==> src/hw/rtl/gtsp_pkg.sv <==
// Shared constants and types for the GPS telemetry slot packer.
`default_nettype none

package gtsp_pkg;

    // Number of telemetry slots; a word is valid only strictly inside 0..SLOT_COUNT.
    localparam int SLOT_COUNT = 32;

    // Register map, selected by paddr[2].
    localparam logic REG_BASE_SLOT = 1'b0;
    localparam logic [4:0] BASE_SLOT_RESET = 5'd1;

    // floor(2^32 / 25), used for the reciprocal divide by 25.
    localparam logic [27:0] DIV25_RECIP = 28'd171798691;
    localparam logic [5:0] DIV25 = 6'd25;

    // Load enables of the three coordinate scaling stages.
    typedef struct packed {
        logic s1;
        logic s2;
        logic s3;
    } t_stage_en;

endpackage

`default_nettype wire

==> src/hw/rtl/gtsp_coord_scale.sv <==
// Three-stage pipeline that computes (mag*6 + 50) / 100 for one coordinate.
`default_nettype none

module gtsp_coord_scale (
    input  wire logic                i_clk,
    input  wire gtsp_pkg::t_stage_en i_en,
    input  wire logic [31:0]         i_mag,
    output logic [26:0]              o_q
);

    // (6m + 50) / 100 == ((3m + 25) >> 1) / 25
    logic [33:0] w_sum;
    logic [31:0] r_u;
    logic [31:0] r_u2;
    logic [59:0] w_prod;
    logic [27:0] r_qest;
    logic [32:0] w_q25;
    logic [32:0] w_rem;
    logic        w_fix;

    assign w_sum = ({2'b0, i_mag} << 1) + {2'b0, i_mag} + 34'd25;

    always_ff @(posedge i_clk) begin
        if (i_en.s1) begin
            r_u <= w_sum[32:1];
        end
    end

    // Estimate is the true quotient or one below it.
    assign w_prod = {28'b0, r_u} * {32'b0, gtsp_pkg::DIV25_RECIP};

    always_ff @(posedge i_clk) begin
        if (i_en.s2) begin
            r_qest <= w_prod[59:32];
            r_u2   <= r_u;
        end
    end

    assign w_q25 = ({5'b0, r_qest} << 4) + ({5'b0, r_qest} << 3) + {5'b0, r_qest};
    assign w_rem = {1'b0, r_u2} - w_q25;
    assign w_fix = (w_rem[5:0] >= gtsp_pkg::DIV25);

    always_ff @(posedge i_clk) begin
        if (i_en.s3) begin
            o_q <= r_qest[26:0] + 27'(w_fix);
        end
    end

endmodule

`default_nettype wire

==> src/hw/rtl/gps_telemetry_slot_packer.sv <==
// Top level: GPS report to eight telemetry slot words.
// Word 0 passes a 4-stage pipeline and then the output serializer register.
// The output gives one slot word per cycle while i_m_tready is high, eight words
//   per report; the output serializer emitting them sets the report rate.
// A new report is taken while the previous one drains, so the output runs gapless.
// Reset (synchronous, active low) empties the pipeline and sets base_slot to 1.
`default_nettype none

module gps_telemetry_slot_packer (
    input  wire logic         i_clk,
    input  wire logic         i_rst_n,
    // input report stream
    input  wire logic         i_s_tvalid,
    output logic              o_s_tready,
    // tdata from bit 0: hours[4:0], minutes[10:5], seconds[16:11], latitude[47:17],
    // longitude[79:48], altitude_dm[96:80], ground_speed[112:97], climb_rate[128:113],
    // zero pad [135:129]
    input  wire logic [135:0] i_s_tdata,
    // slot word stream
    output logic              o_m_tvalid,
    input  wire logic         i_m_tready,
    // tdata from bit 0: slot_index[5:0], first_byte[13:6], second_byte[21:14], pad [23:22]
    output logic [23:0]       o_m_tdata,
    // tuser: slot_valid[0]
    output logic              o_m_tuser,
    output logic              o_m_tlast,
    // configuration port
    input  wire logic         psel,
    input  wire logic         penable,
    input  wire logic         pwrite,
    input  wire logic [2:0]   paddr,
    input  wire logic [31:0]  pwdata,
    output logic [31:0]       prdata,
    output logic              pready
);

    typedef struct packed {
        logic [16:0] utc;
        logic [9:0]  spd;
        logic [12:0] alt;
        logic [12:0] vspd;
        logic        lat_neg;
        logic        lon_neg;
    } t_misc;

    // ------------------------------------------------------------------
    // Configuration
    // ------------------------------------------------------------------
    logic [4:0] r_base_slot;

    assign pready = 1'b1;

    always_ff @(posedge i_clk) begin
        if (!i_rst_n) begin
            r_base_slot <= gtsp_pkg::BASE_SLOT_RESET;
        end else if (psel && penable && pwrite && pready &&
                     paddr[2] == gtsp_pkg::REG_BASE_SLOT) begin
            r_base_slot <= pwdata[4:0];
        end
    end

    always_comb begin
        prdata = '0;
        if (paddr[2] == gtsp_pkg::REG_BASE_SLOT) begin
            prdata = {27'b0, r_base_slot};
        end
    end

    // ------------------------------------------------------------------
    // Stage 0: unpack, take magnitudes, time of day and range checks
    // ------------------------------------------------------------------
    logic [4:0]         w_hours;
    logic [5:0]         w_minutes;
    logic [5:0]         w_seconds;
    logic signed [30:0] w_lat;
    logic signed [31:0] w_lon;
    logic signed [16:0] w_alt;
    logic [15:0]        w_gspd;
    logic signed [15:0] w_climb;
    logic signed [17:0] w_alt_sum;
    logic signed [16:0] w_climb_sum;
    t_misc              w_m0;
    logic [31:0]        w_lat_mag;
    logic [31:0]        w_lon_mag;

    assign w_hours   = i_s_tdata[4:0];
    assign w_minutes = i_s_tdata[10:5];
    assign w_seconds = i_s_tdata[16:11];
    assign w_lat     = i_s_tdata[47:17];
    assign w_lon     = i_s_tdata[79:48];
    assign w_alt     = i_s_tdata[96:80];
    assign w_gspd    = i_s_tdata[112:97];
    assign w_climb   = i_s_tdata[128:113];

    assign w_alt_sum   = {w_alt[16], w_alt} + 18'sd8204;
    assign w_climb_sum = {w_climb[15], w_climb} + 17'sd1500;

    always_comb begin
        w_m0.utc = 17'(w_hours) * 17'd3600 + 17'(w_minutes) * 17'd60 + 17'(w_seconds);
        // Out-of-range values send zero; valid speed and climb rate carry their enable bit.
        w_m0.spd = (w_gspd < 16'd512) ? {1'b1, w_gspd[8:0]} : 10'd0;
        w_m0.alt = (w_alt >= -17'sd8200 && w_alt <= 17'sd48300) ? w_alt_sum[15:3] : 13'd0;
        w_m0.vspd = (w_climb >= -16'sd1500 && w_climb <= 16'sd2600)
                  ? (w_climb_sum[12:0] | 13'h1000) : 13'd0;
        // Zero counts as south / west.
        w_m0.lat_neg = w_lat[30] || (w_lat == 31'sd0);
        w_m0.lon_neg = w_lon[31] || (w_lon == 32'sd0);
        // Negate at 32 bits so the most negative latitude keeps its magnitude.
        w_lat_mag = w_lat[30] ? (~{w_lat[30], w_lat} + 32'd1) : {1'b0, w_lat};
        w_lon_mag = w_lon[31] ? (~w_lon + 32'd1) : w_lon;
    end

    // ------------------------------------------------------------------
    // Pipeline control: a stage loads when empty or when its successor loads
    // ------------------------------------------------------------------
    logic r_v0, r_v1, r_v2, r_v3;
    logic w_adv0, w_adv1, w_adv2, w_adv3;
    logic w_ser_ready;
    gtsp_pkg::t_stage_en w_en;

    assign w_adv3 = !r_v3 || w_ser_ready;
    assign w_adv2 = !r_v2 || w_adv3;
    assign w_adv1 = !r_v1 || w_adv2;
    assign w_adv0 = !r_v0 || w_adv1;
    assign o_s_tready = w_adv0;

    assign w_en.s1 = w_adv1;
    assign w_en.s2 = w_adv2;
    assign w_en.s3 = w_adv3;

    always_ff @(posedge i_clk) begin
        if (!i_rst_n) begin
            r_v0 <= 1'b0;
            r_v1 <= 1'b0;
            r_v2 <= 1'b0;
            r_v3 <= 1'b0;
        end else begin
            if (w_adv0) r_v0 <= i_s_tvalid;
            if (w_adv1) r_v1 <= r_v0;
            if (w_adv2) r_v2 <= r_v1;
            if (w_adv3) r_v3 <= r_v2;
        end
    end

    t_misc       r_m0, r_m1, r_m2, r_m3;
    logic [31:0] r_lat_mag;
    logic [31:0] r_lon_mag;

    always_ff @(posedge i_clk) begin
        if (w_adv0) begin
            r_m0      <= w_m0;
            r_lat_mag <= w_lat_mag;
            r_lon_mag <= w_lon_mag;
        end
        if (w_adv1) r_m1 <= r_m0;
        if (w_adv2) r_m2 <= r_m1;
        if (w_adv3) r_m3 <= r_m2;
    end

    // ------------------------------------------------------------------
    // Stages 1..3: rescale both coordinates to 1/600000 degree
    // ------------------------------------------------------------------
    logic [26:0] w_lat_q;
    logic [26:0] w_lon_q;

    gtsp_coord_scale u_lat_scale (
        .i_clk (i_clk),
        .i_en  (w_en),
        .i_mag (r_lat_mag),
        .o_q   (w_lat_q)
    );

    gtsp_coord_scale u_lon_scale (
        .i_clk (i_clk),
        .i_en  (w_en),
        .i_mag (r_lon_mag),
        .o_q   (w_lon_q)
    );

    // ------------------------------------------------------------------
    // Bit-pack into eight two-byte words
    // ------------------------------------------------------------------
    logic [26:0] w_lat_f;
    logic [27:0] w_lon_f;
    logic [7:0]  w_b0 [8];
    logic [7:0]  w_b1 [8];

    assign w_lat_f = w_lat_q | {r_m3.lat_neg, 26'b0};
    assign w_lon_f = {r_m3.lon_neg, w_lon_q};

    always_comb begin
        w_b0[0] = r_m3.utc[7:0];
        w_b1[0] = r_m3.utc[15:8];
        w_b0[1] = {w_lat_f[6:0], r_m3.utc[16]};
        w_b1[1] = w_lat_f[14:7];
        w_b0[2] = w_lat_f[22:15];
        w_b1[2] = {w_lon_f[3:0], w_lat_f[26:23]};
        w_b0[3] = w_lon_f[11:4];
        w_b1[3] = w_lon_f[19:12];
        w_b0[4] = w_lon_f[27:20];
        w_b1[4] = r_m3.spd[7:0];
        w_b0[5] = {6'b0, r_m3.spd[9:8]};
        w_b1[5] = 8'd0;
        w_b0[6] = {r_m3.alt[1:0], 6'b0};
        w_b1[6] = r_m3.alt[9:2];
        w_b0[7] = {r_m3.vspd[4:0], r_m3.alt[12:10]};
        w_b1[7] = r_m3.vspd[12:5];
    end

    // ------------------------------------------------------------------
    // Output serializer: hold one report, advance one word per transfer
    // ------------------------------------------------------------------
    logic [15:0] r_words [8];
    logic [2:0]  r_cnt;
    logic        r_sv;
    logic        w_out_xfer;
    logic        w_load;
    logic [5:0]  w_idx;

    assign w_out_xfer  = r_sv && i_m_tready;
    assign w_ser_ready = !r_sv || (i_m_tready && r_cnt == 3'd7);
    assign w_load      = w_ser_ready && r_v3;

    always_ff @(posedge i_clk) begin
        if (!i_rst_n) begin
            r_sv  <= 1'b0;
            r_cnt <= 3'd0;
        end else if (w_load) begin
            r_sv  <= 1'b1;
            r_cnt <= 3'd0;
        end else if (w_out_xfer) begin
            if (r_cnt == 3'd7) begin
                r_sv <= 1'b0;
            end
            r_cnt <= r_cnt + 3'd1;
        end
    end

    always_ff @(posedge i_clk) begin
        if (w_load) begin
            for (int k = 0; k < 8; k++) begin
                r_words[k] <= {w_b1[k], w_b0[k]};
            end
        end
    end

    assign w_idx      = {1'b0, r_base_slot} + {3'b0, r_cnt};
    assign o_m_tvalid = r_sv;
    assign o_m_tdata  = {2'b0, r_words[r_cnt], w_idx};
    assign o_m_tuser  = (w_idx != 6'd0) && ({1'b0, w_idx} < 7'(gtsp_pkg::SLOT_COUNT));
    assign o_m_tlast  = (r_cnt == 3'd7);

endmodule

`default_nettype wire

==> config.mk <==
export PLATFORM = sky130hd
export DESIGN_NAME = gps_telemetry_slot_packer
export DESIGN_NICKNAME = d
export VERILOG_FILES = /design/src/hw/rtl/gtsp_pkg.sv /design/src/hw/rtl/gtsp_coord_scale.sv /design/src/hw/rtl/gps_telemetry_slot_packer.sv
export SDC_FILE = /design/constraint.sdc
export NUM_CORES = 2
export LEC_CHECK = 0
export ABC_AREA = 1
export BUFFER_PORTS_ARGS = -buffer_cell sky130_fd_sc_hd__buf_2
export CAP_MARGIN = 25
export CORE_MARGIN = 1
export CORE_UTILIZATION = 56
export DETAILED_ROUTE_END_ITERATION = 7
export PLACE_DENSITY_LB_ADDON = 0.15
export REMOVE_ABC_BUFFERS = 1
export SYNTH_ARGS = -nofsm -noshare
export SYNTH_HDL_FRONTEND = slang
export SYNTH_SLANG_ARGS = --single-unit
==> constraint.sdc <==
create_clock -name i_clk -period 17.1 [get_ports i_clk]
set_input_delay 3.42 -clock i_clk [delete_from_list [all_inputs] [get_ports i_clk]]
set_output_delay 3.42 -clock i_clk [all_outputs]
set_load 0.05 [all_outputs]
==> key figures <==
Run status
  – Status: complete, no violations

Logic synthesis
  – Avg Synthesized Cell Area: approximately 9.2 um2
  – Number of synthesis warnings: 0
  – Most common library cells after synthesis: 1,821 x inv_1, 1,071 x nand2_1, 894 x ha_1
  – Post-synthesis sequential area ratio: 0.2804
  – Top post-synthesis cells by area: edfxtp_1 28%, fa_1 22%, ha_1 18%
  – Async SR Flop Fraction: 0
  – Synth top area share: 0.2753
  – EDFF count, synth: 576
  – Synth Instances: 6,810
  – Yosys cell types: 48
  – Prevailing post-synth register cell: edfxtp_1
  – Mapped cell area: about 63,000 um2
  – Most frequent cell after synthesis: inv_1
  – Area leader, netlist: edfxtp_1
  – Yosys reg bits: approximately 600

Place
  – Routability congestion estimate: about 0.97
  – Pre-CTS setup slack: around 7600 ps
  – Detailed Place HPWL: between 100 and 150 mm
  – Port Buffers: roughly 170

Detailed routing
  – Final ANT Viol Nets: 0
  – Highest metal used: met5
  – Wire length per cell: between 15 and 20 um
  – DR WL met3: about 7.4 mm
  – First-pass iteration count of the detailed router: 6
  – Final WL: 157.9 mm
  – Via count: ~44,000
  – Metal-1 WL: 68.76 mm
  – Via density: slightly above 5
  – Remaining routing DRC violations: 0
  – DRT iter0 DRCs: 2,714
  – WL met2: between 70 and 80 mm

Setup path
  – CP Data Required Time: approximately 14,000 ps
  – Critical Path End Type: output pin
  – R2R depth: 22
  – Slowest CP cell: inv_4
  – R2r startpoint: u_lat_scale.r_u[14]$_DFFE_PP_
  – WS Path Type: in -> out
  – R2r setup slk: around 10,000 ps
  – Crit-path cells: buf_2, nand2_1, nand2_1, nor2_1, inv_4, nor2_1, inv_4, nor2_1, nand2_4, buf_2
  – CP Depth: 10
  – Slowest Stage Delay on Critical Path: ~620 ps
  – Arrival @ worst endpoint: between 5000 and 6000 ps
  – Crit path buf inv count: 4
  – Critical path startpoint category: input port
  – Top delay family on crit path: buffers and inverters
  – Crit path max fanout: 65
  – Reg2Reg Capture Point: u_lat_scale.r_qest[23]$_DFFE_PP_
  – Most common cell on crit path: nor2_1

Final layout
  – Filler instances: between 9,000 and 10,000
  – Syn-to-layout area delta: 7.772%
  – Final Net Count: 8,787
  – Layout cells sized above 1: 0.04573

STA
  – Minimum clock period: slightly above 9000 ps
  – Worst-Margin Slew: 1007 ps
  – Slack of the critical path: 7764 ps
  – RSZ-0062 raised after global routing: no
  – Achievable frequency: 107.1 MHz
  – Period Utilization, post-route: 0.5460
  – Worst Skew: approximately 23 ps
  – Slew Viols, Final: 0
  – Finish-stage setup viols: 0
  – Final Hold Fails: 0
  – Slew margin rel.: 0.3278
  – Setup_tns: 0 ps

Clocking
  – Cts repair resizes: 0
  – CTS hold repair buffers: 0
  – Clk sinks: 592
  – Post-CTS setup repair buffer count: 0
  – CTS Buf Count: 66
  – Root Buffer: clkbuf_16
  – Clk_lat worst skew: about 620 ps
  – Clock Path Buffers: 3
  – H-tree levels: 3
  – TritonCTS clock tree: yes
  – CTS clk-pin slew, worst paths: 60 ps

Floorplan
  – # IOs: approximately 240
  – Initial core utilization: 0.5662
  – DIE AREA: about 110,000 um2
  – Die extent in x: about 340 um
  – Cell row count: around 120
  – Chip Height: between 300 and 400 um
  – Core Area: 111,000 um2

Global route
  – Total grt overflow: 0
  – Largest net degree at the start of global routing: 67
  – Number of global-route vias before repair: about 46,000
  – Initial antenna violation count: 2
  – Global-route wire length before repair: 249.8 mm
  – Total track usage: 0.2881

Worst hold path
  – Hold depth: 0
  – Hold Path Sink: r_m2[45]$_DFFE_PP_
  – Hold path startpoint: r_m1[45]$_DFFE_PP_
  – Type of the tightest min-delay check: reg -> reg

Job
  – Max-Cap Viols: 0
-- cell type report --
type,instances,area [um2],area share
antenna,1,2.502,0.00003695
timing repair buffer,184,948.4,0.01401
tap,1488,1862,0.02749
multi-input combinational,4370,38180,0.5638
sequential,592,17620,0.2602
clock buffer,82,1753,0.02589
clock inverter,36,510.5,0.007539
inverter,1821,6843,0.1011
-- cell families (layout without fill, tap and decap cells) --
logic type | after synthesis | after routing | synth area share
adders and majority gates | 1574 | 1574 | 0.3947
buffers and inverters | 1877 | 2123 | 0.1139
AOI/OAI and AO/OA | 545 | 545 | 0.04727
other | 2 | 32 | 0.0001195
xor gates and xnor gates | 227 | 227 | 0.03164
DFF | 592 | 592 | 0.2804
and+or+nand+nor | 1993 | 1993 | 0.1320
-- per-stage QoR --
stage / instance area (um2) / hold WS [ps] / utilization / instances
after global routing: 67710 / 413.6 / 0.6102 / 8573
final: 67720 / 406.2 / 0.6102 / 8574
after CTS: 67710 / 402.6 / 0.6102 / 8573
after global placement: 65450 / 401.0 / 0.5897 / 8454
after floorplan: 62620 / 400.3 / - / 6783
after detailed placement: 65450 / 404.5 / 0.5898 / 8455
-- worst max path at each step --
stage               slack (ps)    endpoint       start
floorplan                 2200  o_s_tready  i_m_tready
global placement          7650  o_s_tready  i_m_tready
detailed placement        7610  o_s_tready  i_m_tready
CTS                       7650  o_s_tready  i_m_tready
global route              7420  o_s_tready  i_m_tready
finish                    7760  o_s_tready  i_m_tready
-- per-layer routing --
| layer | global-route usage | vias to the layer above |
|---|---|---|
| met3 | 0.03497 | 240 |
| li1 | - | 21710 |
| met1 | 0.3798 | 21410 |
| met2 | 0.4944 | 1000 |
| met5 | 0 | - |
| met4 | 0.09159 | 2 |
-- flip-flops by register name, indices dropped and copies added, names as in the netlist, 32 cells and up, named ones only --
name / count
r_lon_mag: 32
r_m2: 55
r_words: 108
r_m0: 55
r_m1: 55
r_lat_mag: 32
u_lat_scale.r_u: 32
u_lon_scale.r_u: 32
r_m3: 55
-- cell usage in the layout, fill, tap and decap left out, types with 4 or more instances in the layout --
master / instances
o21bai_1: 27
o22ai_1: 6
nor2_1: 529
fa_1: 680
or2_2: 8
dfxtp_1: 16
nand2_1: 1070
a21o_1: 16
xnor2_1: 77
nor4_1: 18
bufinv_16: 9
nand3b_1: 10
edfxtp_1: 576
clkinv_2: 6
a21boi_0: 8
o21ai_0: 190
xor2_1: 150
nand3_2: 5
nor3_1: 57
nor2_2: 8
conb_1: 31
clkbuf_16: 67
a21oi_1: 251
buf_4: 11
o21a_1: 4
nor2_4: 7
clkinv_4: 4
a31oi_1: 21
o211ai_1: 6
clkinv_1: 8
clkbuf_1: 13
inv_1: 1818
nand4_1: 72
a32oi_1: 10
ha_1: 894
buf_2: 173
nand3_1: 188
Power is left out: the tool's default activity adds up to more than one toggle a clock period on the data nets, which glitch-free logic cannot reach.
